## config.mk

```make
export PLATFORM = sky130hd
export DESIGN_NAME = integer_radix_conversion
export DESIGN_NICKNAME = d
export VERILOG_FILES = /design/src/rtl/core/irc_pkg.sv /design/src/rtl/core/irc_front.sv /design/src/rtl/core/irc_fifo.sv /design/src/rtl/core/irc_back.sv /design/src/rtl/core/integer_radix_conversion.sv
export VERILOG_INCLUDE_DIRS = /design/src /design/src/rtl/core
export SDC_FILE = /design/constraint.sdc
export NUM_CORES = 2
export LEC_CHECK = 0
export BUFFER_PORTS_ARGS = -buffer_cell sky130_fd_sc_hd__buf_2
export CAP_MARGIN = 30
export CORE_ASPECT_RATIO = 0.75
export CORE_MARGIN = 2
export CORE_UTILIZATION = 40
export CTS_BUF_LIST = sky130_fd_sc_hd__clkbuf_8
export DETAILED_ROUTE_END_ITERATION = 7
export HOLD_SLACK_MARGIN = 0.15
export PLACE_DENSITY = 0.63
export SYNTH_ARGS = -nofsm -noshare
export SYNTH_HDL_FRONTEND = slang
export SYNTH_HIERARCHICAL = 1
export SYNTH_SLANG_ARGS = --single-unit
```

## constraint.sdc

```tcl
create_clock -name clk -period 25.1 [get_ports clk]
set_input_delay 2.51 -clock clk [delete_from_list [all_inputs] [get_ports clk]]
set_output_delay 2.51 -clock clk [all_outputs]
set_load 0.05 [all_outputs]
```

## src/rtl/core/assert_macros.svh

```systemverilog
// Assertion macros shared by the RTL files that carry checks.
// Depends on nothing; included by the top level.
`ifndef ASSERT_MACROS_SVH
`define ASSERT_MACROS_SVH

// Implication checked on every clock edge outside reset.
`define IRC_ASSERT_IMP(lbl, ante, cons, msg) \
  lbl: assert property (@(posedge clk) disable iff (!rst_n) (ante) |-> (cons)) \
    else $error(msg);

// Implication whose consequence is checked in the next cycle.
`define IRC_ASSERT_NXT(lbl, ante, cons, msg) \
  lbl: assert property (@(posedge clk) disable iff (!rst_n) (ante) |=> (cons)) \
    else $error(msg);

`endif

```

## src/rtl/core/irc_pkg.sv

```systemverilog
// Shared types, constants and helpers for the radix conversion block.
// Depends on nothing; imported by every module of the block.
package irc_pkg;

  localparam int NUM_W      = 64;
  localparam int BASE_W     = 8;
  localparam int DIG_W      = 6;
  localparam int BCD_DIGITS = 20;
  localparam int BCD_W      = BCD_DIGITS * 4;
  localparam int DIG_SLOTS  = 64;
  localparam int PTR_W      = 6;
  localparam int CNT_W      = 7;
  localparam int BITS_PER_CYCLE = 8;
  localparam int STEP_W     = 3;
  localparam int CHAR_W     = 7;
  localparam logic [NUM_W-1:0] POS_MAX = {1'b0, {(NUM_W-1){1'b1}}};
  localparam logic [DIG_W-1:0] BASE_MIN = 6'd2;
  localparam logic [DIG_W-1:0] BASE_MAX = 6'd36;
  localparam logic [DIG_W-1:0] BASE_DEC = 6'd10;

  // Work handed from the front to the back: magnitude to print and its base.
  typedef struct packed {
    logic             is_null;
    logic             neg;
    logic [NUM_W-1:0] mag;
    logic [DIG_W-1:0] base;
  } item_t;

  typedef struct packed {
    logic full;
    logic empty;
  } fifo_stat_t;

  function automatic logic [CHAR_W-1:0] digit_char(input logic [DIG_W-1:0] d);
    logic [CHAR_W-1:0] c;
    if (d < BASE_DEC) begin
      c = 7'd48 + {1'b0, d};
    end else begin
      c = 7'd55 + {1'b0, d};
    end
    return c;
  endfunction

endpackage

```

## src/rtl/core/irc_front.sv

```systemverilog
// Front end: takes requests, checks the bases, reads the decimal digits of
// the number in the source base and hands a print job to the queue. Uses irc_pkg.
module irc_front (
  input  logic                 clk,
  input  logic                 rst_n,
  input  logic                 in_valid,
  output logic                 in_ready,
  input  logic [63:0]          number,
  input  logic [7:0]           source_base,
  input  logic [7:0]           dst_base,
  output logic                 push,
  output irc_pkg::item_t       push_item,
  input  irc_pkg::fifo_stat_t  q_stat
);
  import irc_pkg::*;

  typedef enum logic [3:0] {
    F_IDLE  = 4'b0001,
    F_BCD   = 4'b0010,
    F_PARSE = 4'b0100,
    F_PUSH  = 4'b1000
  } fstate_t;

  fstate_t state_r, state_nxt;
  logic [NUM_W-1:0] num_r, bin_r, res_r, place_r;
  logic [BCD_W-1:0] bcd_r, bcd_adj;
  logic [DIG_W-1:0] cnt_r;
  logic [DIG_W-1:0] sbm_r;
  logic             sb_neg_r, null_r, conv_r, big_r, ovf_r;
  logic [BASE_W-1:0] db_r;

  logic [BASE_W-1:0] sbm_in, dbm_in;
  logic              sb_ok, db_ok, in_null;
  logic [3:0]        dgt;
  logic              d_bad, ovf_hit;
  logic [NUM_W+3:0]  prod_d;
  logic [NUM_W+4:0]  sum_d;
  logic [NUM_W+5:0]  prod_b;
  logic [NUM_W-1:0]  value, mag_out;
  logic [BASE_W-1:0] db_mag;
  logic [BCD_W-1:0]  bcd_shr;

  assign sbm_in = source_base[7] ? (8'd0 - source_base) : source_base;
  assign dbm_in = dst_base[7] ? (8'd0 - dst_base) : dst_base;
  assign sb_ok  = (sbm_in >= {2'b00, BASE_MIN}) && (sbm_in <= {2'b00, BASE_MAX});
  assign db_ok  = (dbm_in >= {2'b00, BASE_MIN}) && (dbm_in <= {2'b00, BASE_MAX});
  assign in_null = !sb_ok || !db_ok || (source_base[7] && !number[63]);

  assign in_ready = (state_r == F_IDLE);

  always_comb begin
    for (int i = 0; i < BCD_DIGITS; i++) begin
      bcd_adj[i*4 +: 4] = (bcd_r[i*4 +: 4] >= 4'd5) ? bcd_r[i*4 +: 4] + 4'd3
                                                     : bcd_r[i*4 +: 4];
    end
  end

  assign dgt     = bcd_r[3:0];
  assign bcd_shr = {4'd0, bcd_r[BCD_W-1:4]};
  assign d_bad   = sb_neg_r || ({2'b00, dgt} >= sbm_r);
  assign prod_d  = {4'd0, place_r} * {{NUM_W{1'b0}}, dgt};
  assign sum_d   = {1'b0, prod_d} + {5'd0, res_r};
  assign prod_b  = {6'd0, place_r} * {{NUM_W{1'b0}}, sbm_r};
  assign ovf_hit = !d_bad && (dgt != 4'd0) &&
                   (big_r || (sum_d > {5'd0, POS_MAX}));

  always_comb begin
    if (null_r) begin
      value = '0;
    end else if (!conv_r) begin
      value = num_r;
    end else if (ovf_r) begin
      value = '1;
    end else if (num_r[63]) begin
      value = {NUM_W{1'b0}} - res_r;
    end else begin
      value = res_r;
    end
  end

  assign db_mag  = db_r[7] ? (8'd0 - db_r) : db_r;
  assign mag_out = (db_r[7] && value[63] && !null_r) ? ({NUM_W{1'b0}} - value) : value;

  assign push = (state_r == F_PUSH) && !q_stat.full;
  assign push_item.is_null = null_r;
  assign push_item.neg     = !null_r && db_r[7] && value[63];
  assign push_item.mag     = mag_out;
  assign push_item.base    = null_r ? BASE_DEC : db_mag[DIG_W-1:0];

  always_comb begin
    state_nxt = state_r;
    case (state_r)
      F_IDLE: begin
        if (in_valid) begin
          if (in_null || (source_base == {2'b00, BASE_DEC})) begin
            state_nxt = F_PUSH;
          end else begin
            state_nxt = F_BCD;
          end
        end
      end
      F_BCD: begin
        if (cnt_r == 6'd63) begin
          state_nxt = F_PARSE;
        end
      end
      F_PARSE: begin
        if (ovf_hit || (bcd_shr == '0)) begin
          state_nxt = F_PUSH;
        end
      end
      F_PUSH: begin
        if (!q_stat.full) begin
          state_nxt = F_IDLE;
        end
      end
      default: state_nxt = F_IDLE;
    endcase
  end

  always_ff @(posedge clk) begin
    if (!rst_n) begin
      state_r <= F_IDLE;
    end else begin
      state_r <= state_nxt;
    end
  end

  always_ff @(posedge clk) begin
    case (state_r)
      F_IDLE: begin
        if (in_valid) begin
          num_r    <= number;
          db_r     <= dst_base;
          null_r   <= in_null;
          conv_r   <= (source_base != {2'b00, BASE_DEC});
          sb_neg_r <= source_base[7];
          sbm_r    <= sbm_in[DIG_W-1:0];
          bin_r    <= number[63] ? ({NUM_W{1'b0}} - number) : number;
          bcd_r    <= '0;
          cnt_r    <= '0;
          ovf_r    <= 1'b0;
        end
      end
      F_BCD: begin
        // Shift-and-add-3 conversion of the magnitude, one bit per cycle.
        bcd_r <= {bcd_adj[BCD_W-2:0], bin_r[NUM_W-1]};
        bin_r <= {bin_r[NUM_W-2:0], 1'b0};
        cnt_r <= cnt_r + 6'd1;
        res_r   <= '0;
        place_r <= {{(NUM_W-1){1'b0}}, 1'b1};
        big_r   <= 1'b0;
      end
      F_PARSE: begin
        bcd_r <= bcd_shr;
        if (d_bad) begin
          // A digit outside the base, or a negative source base, restarts the reading.
          res_r   <= '0;
          place_r <= {{(NUM_W-1){1'b0}}, 1'b1};
          big_r   <= 1'b0;
        end else if (ovf_hit) begin
          ovf_r <= 1'b1;
        end else begin
          res_r <= sum_d[NUM_W-1:0];
          if (!big_r) begin
            if (prod_b > {6'd0, POS_MAX}) begin
              big_r <= 1'b1;
            end else begin
              place_r <= prod_b[NUM_W-1:0];
            end
          end
        end
      end
      default: begin
      end
    endcase
  end

endmodule

```

## src/rtl/core/irc_fifo.sv

```systemverilog
// Two-entry queue of print jobs between the front and the back end.
// Uses irc_pkg for the job type and the status struct.
module irc_fifo (
  input  logic                clk,
  input  logic                rst_n,
  input  logic                push,
  input  irc_pkg::item_t      push_item,
  input  logic                pop,
  output irc_pkg::item_t      pop_item,
  output irc_pkg::fifo_stat_t stat
);
  import irc_pkg::*;

  item_t      mem_r [2];
  logic       wp_r, rp_r;
  logic [1:0] cnt_r;

  assign stat.full  = (cnt_r == 2'd2);
  assign stat.empty = (cnt_r == 2'd0);
  assign pop_item   = mem_r[rp_r];

  always_ff @(posedge clk) begin
    if (push) begin
      mem_r[wp_r] <= push_item;
    end
  end

  always_ff @(posedge clk) begin
    if (!rst_n) begin
      wp_r  <= 1'b0;
      rp_r  <= 1'b0;
      cnt_r <= 2'd0;
    end else begin
      if (push) begin
        wp_r <= ~wp_r;
      end
      if (pop) begin
        rp_r <= ~rp_r;
      end
      cnt_r <= cnt_r + {1'b0, push} - {1'b0, pop};
    end
  end

endmodule

```

## src/rtl/core/irc_back.sv

```systemverilog
// Back end: divides the magnitude by the base, eight quotient bits a cycle,
// keeps the digits in a small memory and sends them out most significant first.
// Uses irc_pkg.
module irc_back (
  input  logic                 clk,
  input  logic                 rst_n,
  input  irc_pkg::item_t       pop_item,
  input  irc_pkg::fifo_stat_t  q_stat,
  output logic                 pop,
  output logic                 out_valid,
  input  logic                 out_ready,
  output logic                 out_is_null,
  output logic                 out_negative,
  output logic [6:0]           out_char,
  output logic                 out_last
);
  import irc_pkg::*;

  typedef enum logic [3:0] {
    B_IDLE = 4'b0001,
    B_DIV  = 4'b0010,
    B_RD   = 4'b0100,
    B_LD   = 4'b1000
  } bstate_t;

  bstate_t state_r, state_nxt;
  logic [NUM_W-1:0]  q_r, q_nxt;
  logic [DIG_W:0]    r_r, r_nxt;
  logic [DIG_W-1:0]  base_r;
  logic              neg_r, null_r;
  logic [STEP_W-1:0] step_r;
  logic [CNT_W-1:0]  cnt_r;
  logic [PTR_W-1:0]  rd_ptr_r;
  logic [DIG_W-1:0]  dmem [DIG_SLOTS];
  logic [DIG_W-1:0]  rdata_r;
  logic              dig_we, rd_en, load_out;
  logic              ov_r, ol_r, on_r, oneg_r;
  logic [CHAR_W-1:0] oc_r;

  // Eight restoring-division steps with a narrow remainder.
  always_comb begin
    q_nxt = q_r;
    r_nxt = r_r;
    for (int j = 0; j < BITS_PER_CYCLE; j++) begin
      r_nxt = {r_nxt[DIG_W-1:0], q_nxt[NUM_W-1]};
      if (r_nxt >= {1'b0, base_r}) begin
        r_nxt = r_nxt - {1'b0, base_r};
        q_nxt = {q_nxt[NUM_W-2:0], 1'b1};
      end else begin
        q_nxt = {q_nxt[NUM_W-2:0], 1'b0};
      end
    end
  end

  assign pop      = (state_r == B_IDLE) && !q_stat.empty;
  assign dig_we   = (state_r == B_DIV) && (step_r == '1);
  assign rd_en    = (state_r == B_RD);
  assign load_out = (state_r == B_LD) && (!ov_r || out_ready);

  always_comb begin
    state_nxt = state_r;
    case (state_r)
      B_IDLE: if (!q_stat.empty) state_nxt = B_DIV;
      B_DIV: begin
        if (dig_we && (q_nxt == '0)) begin
          state_nxt = B_RD;
        end
      end
      B_RD: state_nxt = B_LD;
      B_LD: begin
        if (load_out) begin
          state_nxt = (rd_ptr_r == '0) ? B_IDLE : B_RD;
        end
      end
      default: state_nxt = B_IDLE;
    endcase
  end

  always_ff @(posedge clk) begin
    if (dig_we) begin
      dmem[cnt_r[PTR_W-1:0]] <= r_nxt[DIG_W-1:0];
    end
    if (rd_en) begin
      rdata_r <= dmem[rd_ptr_r];
    end
  end

  always_ff @(posedge clk) begin
    if (!rst_n) begin
      state_r <= B_IDLE;
      ov_r    <= 1'b0;
    end else begin
      state_r <= state_nxt;
      if (load_out) begin
        ov_r <= 1'b1;
      end else if (out_ready) begin
        ov_r <= 1'b0;
      end
    end
  end

  always_ff @(posedge clk) begin
    case (state_r)
      B_IDLE: begin
        q_r    <= pop_item.mag;
        base_r <= pop_item.base;
        neg_r  <= pop_item.neg;
        null_r <= pop_item.is_null;
        r_r    <= '0;
        step_r <= '0;
        cnt_r  <= '0;
      end
      B_DIV: begin
        q_r    <= q_nxt;
        step_r <= step_r + 3'd1;
        if (dig_we) begin
          r_r      <= '0;
          cnt_r    <= cnt_r + 7'd1;
          rd_ptr_r <= cnt_r[PTR_W-1:0];
        end else begin
          r_r <= r_nxt;
        end
      end
      B_LD: begin
        if (load_out) begin
          rd_ptr_r <= rd_ptr_r - 6'd1;
        end
      end
      default: begin
      end
    endcase
    if (load_out) begin
      oc_r   <= digit_char(rdata_r);
      ol_r   <= (rd_ptr_r == '0);
      on_r   <= null_r;
      oneg_r <= neg_r;
    end
  end

  assign out_valid    = ov_r;
  assign out_is_null  = on_r;
  assign out_negative = oneg_r;
  assign out_char     = oc_r;
  assign out_last     = ol_r;

endmodule

```

## src/rtl/core/integer_radix_conversion.sv

```systemverilog
// Integer radix conversion, bases 2 to 36. A request carries a signed 64-bit
// number and signed source and destination bases; the block answers with one
// result per output digit, most significant first, or one null result for a
// bad base or for a non-negative number with a negative source base. For a
// decimal source or a null request the front end hands the job straight on;
// otherwise it runs 64 bit-serial BCD steps, reads the decimal digits, then
// hands the job on. The back end runs its divider over the whole quotient for
// each output digit, then sends each digit through a read and a load state; a
// binary answer has up to 64 digits. A two-entry queue lets the front end
// read the next request while the back end is still printing.
// Depends on irc_pkg, irc_front, irc_fifo, irc_back and assert_macros.svh.
`include "assert_macros.svh"

module integer_radix_conversion (
  input  logic        clk,
  input  logic        rst_n,
  input  logic        in_tvalid,
  output logic        in_tready,
  input  logic [79:0] in_tdata,   // number[63:0], source_base[71:64], dest_base[79:72]
  output logic        out_tvalid,
  input  logic        out_tready,
  output logic [7:0]  out_tdata,  // digit_char[6:0], zero[7]
  output logic [1:0]  out_tuser,  // is_null[0], negative[1]
  output logic        out_tlast
);
  import irc_pkg::*;

  logic       push, pop;
  item_t      push_item, pop_item;
  fifo_stat_t q_stat;
  logic [6:0] out_char;

  irc_front u_front (
    .clk        (clk),
    .rst_n      (rst_n),
    .in_valid   (in_tvalid),
    .in_ready   (in_tready),
    .number     (in_tdata[63:0]),
    .source_base(in_tdata[71:64]),
    .dst_base   (in_tdata[79:72]),
    .push       (push),
    .push_item  (push_item),
    .q_stat     (q_stat)
  );

  irc_fifo u_fifo (
    .clk      (clk),
    .rst_n    (rst_n),
    .push     (push),
    .push_item(push_item),
    .pop      (pop),
    .pop_item (pop_item),
    .stat     (q_stat)
  );

  irc_back u_back (
    .clk         (clk),
    .rst_n       (rst_n),
    .pop_item    (pop_item),
    .q_stat      (q_stat),
    .pop         (pop),
    .out_valid   (out_tvalid),
    .out_ready   (out_tready),
    .out_is_null (out_tuser[0]),
    .out_negative(out_tuser[1]),
    .out_char    (out_char),
    .out_last    (out_tlast)
  );

  assign out_tdata = {1'b0, out_char};

  `IRC_ASSERT_IMP(a_null_alone, out_tvalid && out_tuser[0], out_tlast && (out_tdata == 8'h30) && !out_tuser[1], "null result must be a lone zero")
  `IRC_ASSERT_IMP(a_char_set, out_tvalid, ((out_tdata >= 8'h30) && (out_tdata <= 8'h39)) || ((out_tdata >= 8'h41) && (out_tdata <= 8'h5A)), "digit character out of set")
  `IRC_ASSERT_IMP(a_no_overflow, push, !q_stat.full, "job queue written while full")
  `IRC_ASSERT_NXT(a_stall_hold, out_tvalid && !out_tready, out_tvalid && $stable(out_tdata) && $stable(out_tlast), "stalled result changed")

endmodule
```

==> results.json <==
{
  "cts_buffers": 164,
  "finalCritPeriodShare_pct": 79.1,
  "grt_max_degree": 81,
  "fin_crit_ns": 19.87,
  "grt_pass1_wl_mm": 304,
  "timing.slew.headroom_pct": 26.0,
  "hold_violations": 0,
  "antenna_found_initial": 19,
  "drt_iter0_drc": 5112,
  "final_antenna_net_count": 0,
  "track_usage_pct": 20.7,
  "cp-end-kind": "flip-flop",
  "dp_hpwl_mm": 141,
  "clock-root-buffer": "clkbuf_8",
  "synthesis.area_mm2": 0.0729,
  "crit_type": "flip-flop to flip-flop",
  "num_vias": 52200,
  "grt_overflow": 0,
  "final-setup-viol-count": 0,
  "synth_edf_count": 997,
  "cts_hold_buf": 0,
  "die_h_um": 374,
  "finClkSkew_ns": 0.0588,
  "dieArea_mm2": 0.186,
  "drv_slew": 0,
  "wl_per_cell_um": 20.9,
  "register_area_mm2": 0.0302,
  "ys_ff_latch": 1011,
  "ios": 97,
  "crit_path_start_kind": "flip-flop",
  "post_cts_resized": 0,
  "fmaxAchievable_mhz": 50.3,
  "multi_input_area_mm2": 0.0389,
  "syn-num-nets": 7567,
  "worstMarginPinSlew_ns": 1.10,
  "syn_avg_cell_area_um2": 10.8,
  "ys_warn_count": 6,
  "cp.arrival_ns": 20.46,
  "crit_path_max_incr_delay_ns": 0.78,
  "async_flop_share_pct": 0,
  "drive_gt1_share_pct": 9.98,
  "ys_seq_area_share_pct": 41.5,
  "nFillCells": 17000,
  "cts_num_sinks": 1011,
  "die_w_um": 497,
  "drv_cap": 0,
  "syn2layout_area_growth_pct": 8.36,
  "cts_max_level": 4,
  "nets": 7569,
  "start_util_pct": 40.3,
  "post_cts_buffers": 0,
  "routed_wl_mm": 194,
  "ys_types": 112,
  "critPathSlowestCell": "edfxtp_1",
  "crit_family": "compound AO/OA/AOI/OAI gates",
  "drc_errors": 0,
  "routabilityCongestion": 0.912,
  "io_buffers": 95,
  "synth_cells": 6752,
  "clk_latency_ns": 0.92,
  "num_rows": 135,
  "grt_pass1_vias": 51500,
  "min_from": "u_back/neg_r$_DFFE_PP_",
  "tritoncts": "done",
  "hp-class": "flip-flop to flip-flop",
  "worstSetupStartpoint": "u_back/base_r[1]$_DFFE_PP_",
  "clk_pin_slew_ns": 0.06,
  "status": "finished, final reports clean",
  "crit_buf_inv": 5,
  "rsz0062_at_grt": "no",
  "final.setup.tns_ns": 0,
  "crit_fanout": 64,
  "core_mm2": 0.181,
  "reg2reg_from": "u_back/base_r[1]$_DFFE_PP_",
  "via_per_inst": 5.62,
  "synth_ff_type": "edfxtp_1",
  "drt_pass1_iterations": 6,
  "critPathRequiredTime_ns": 25.69,
  "clockBufferDepth": 3
}
path summary, 6_finish.rpt:
path | cells after the start | slack (ns) | to
max | 71 | 5.23 | u_back/dmem[3][1]$_DFFE_PP_
min | 0 | 0.52 | u_back/out_negative$_DFFE_PP_
max reg2reg | 71 | 5.23 | u_back/dmem[3][1]$_DFFE_PP_
min reg2reg | 0 | 0.52 | u_back/out_negative$_DFFE_PP_
Yosys cell counts, drive strengths merged, types with 49 or more instances:
cell    number  share of area [%]
a211oi      65               0.71
a21o        65               0.67
a21oi      315                2.2
a31oi       49               0.42
and2       458                3.9
buf         62               0.55
clkbuf     275                1.4
edfxtp     997                 41
fa         444                 12
ha         287                4.9
inv        641                3.3
mux2        83                1.7
mux4       126                3.9
nand2      747                3.9
nand2b      57               0.49
nand3       74               0.51
nand4       77               0.66
nor2       454                2.3
nor3        78               0.56
nor4        59               0.55
o21ai      318                2.2
xnor2      167                2.0
xor2       185                2.2
area by class of cell:
type / count / share of cell area [%]
inverters: 642 / 3.05
diodes: 6 / 0.0190
repair buffers: 173 / 1.52
clock inverters: 132 / 1.18
multi-input cells: 4762 / 49.3
clock buffers: 165 / 2.88
flip-flops and latches: 1011 / 38.3
well taps: 2397 / 3.80
state kept, by name, indices dropped and copies added, names as in the netlist, 64 cells and up, named ones only:
signal	cells
u_fifo/mem_r	144
u_front/num_r	64
u_front/bin_r	64
u_back/q_r	64
u_front/res_r	64
u_front/bcd_r	80
u_front/place_r	64
u_back/dmem	384
cells in the final DEF, fill, tap and decap left out, types with 167 or more instances in the layout:
cell type,count
inv_1,687
ha_1,287
xor2_1,185
a21oi_1,314
nor2_1,452
and2_1,456
o21ai_0,315
nand2_1,744
edfxtp_1,997
fa_1,444
xnor2_1,167
stage by stage:
step	setup WS, ns	hold slack, ns	std cells	area [um2]	utilization, %
finish	5.23	0.515	9288	79000	43.7
global route	3.54	0.530	9285	78900	43.7
CTS	5.30	0.528	9277	78900	43.6
detailed placement	5.38	0.508	8980	75700	41.9
global placement	5.45	0.501	8971	75500	41.8
floorplan	6.64	0.400	6752	72900	-
routing by layer:
metal / vias up / wire length, um / global-route usage [%]
met3: 249 / 16600 / 4.48
met5: - / 144 / 0
met4: 24 / 3170 / 4.34
li1: 23800 / - / -
met2: 1852 / 83800 / 30.5
met1: 26300 / 90300 / 31.1
cell families (layout without fill, tap and decap cells):
group,count (synthesis),after routing,share of synthesized area [%]
xor+xnor,353,353,4.26
fa+ha+maj,731,731,17.1
simple gates,2253,2253,15.5
other cells,1,7,0.00515
flops,1011,1011,41.5
buf+inv,979,1112,5.27
mux,233,233,5.89
compound gates,1191,1191,10.5
Power is not shown: default switching activity piles up to over one toggle a cycle in this logic, so the estimate is an artifact.
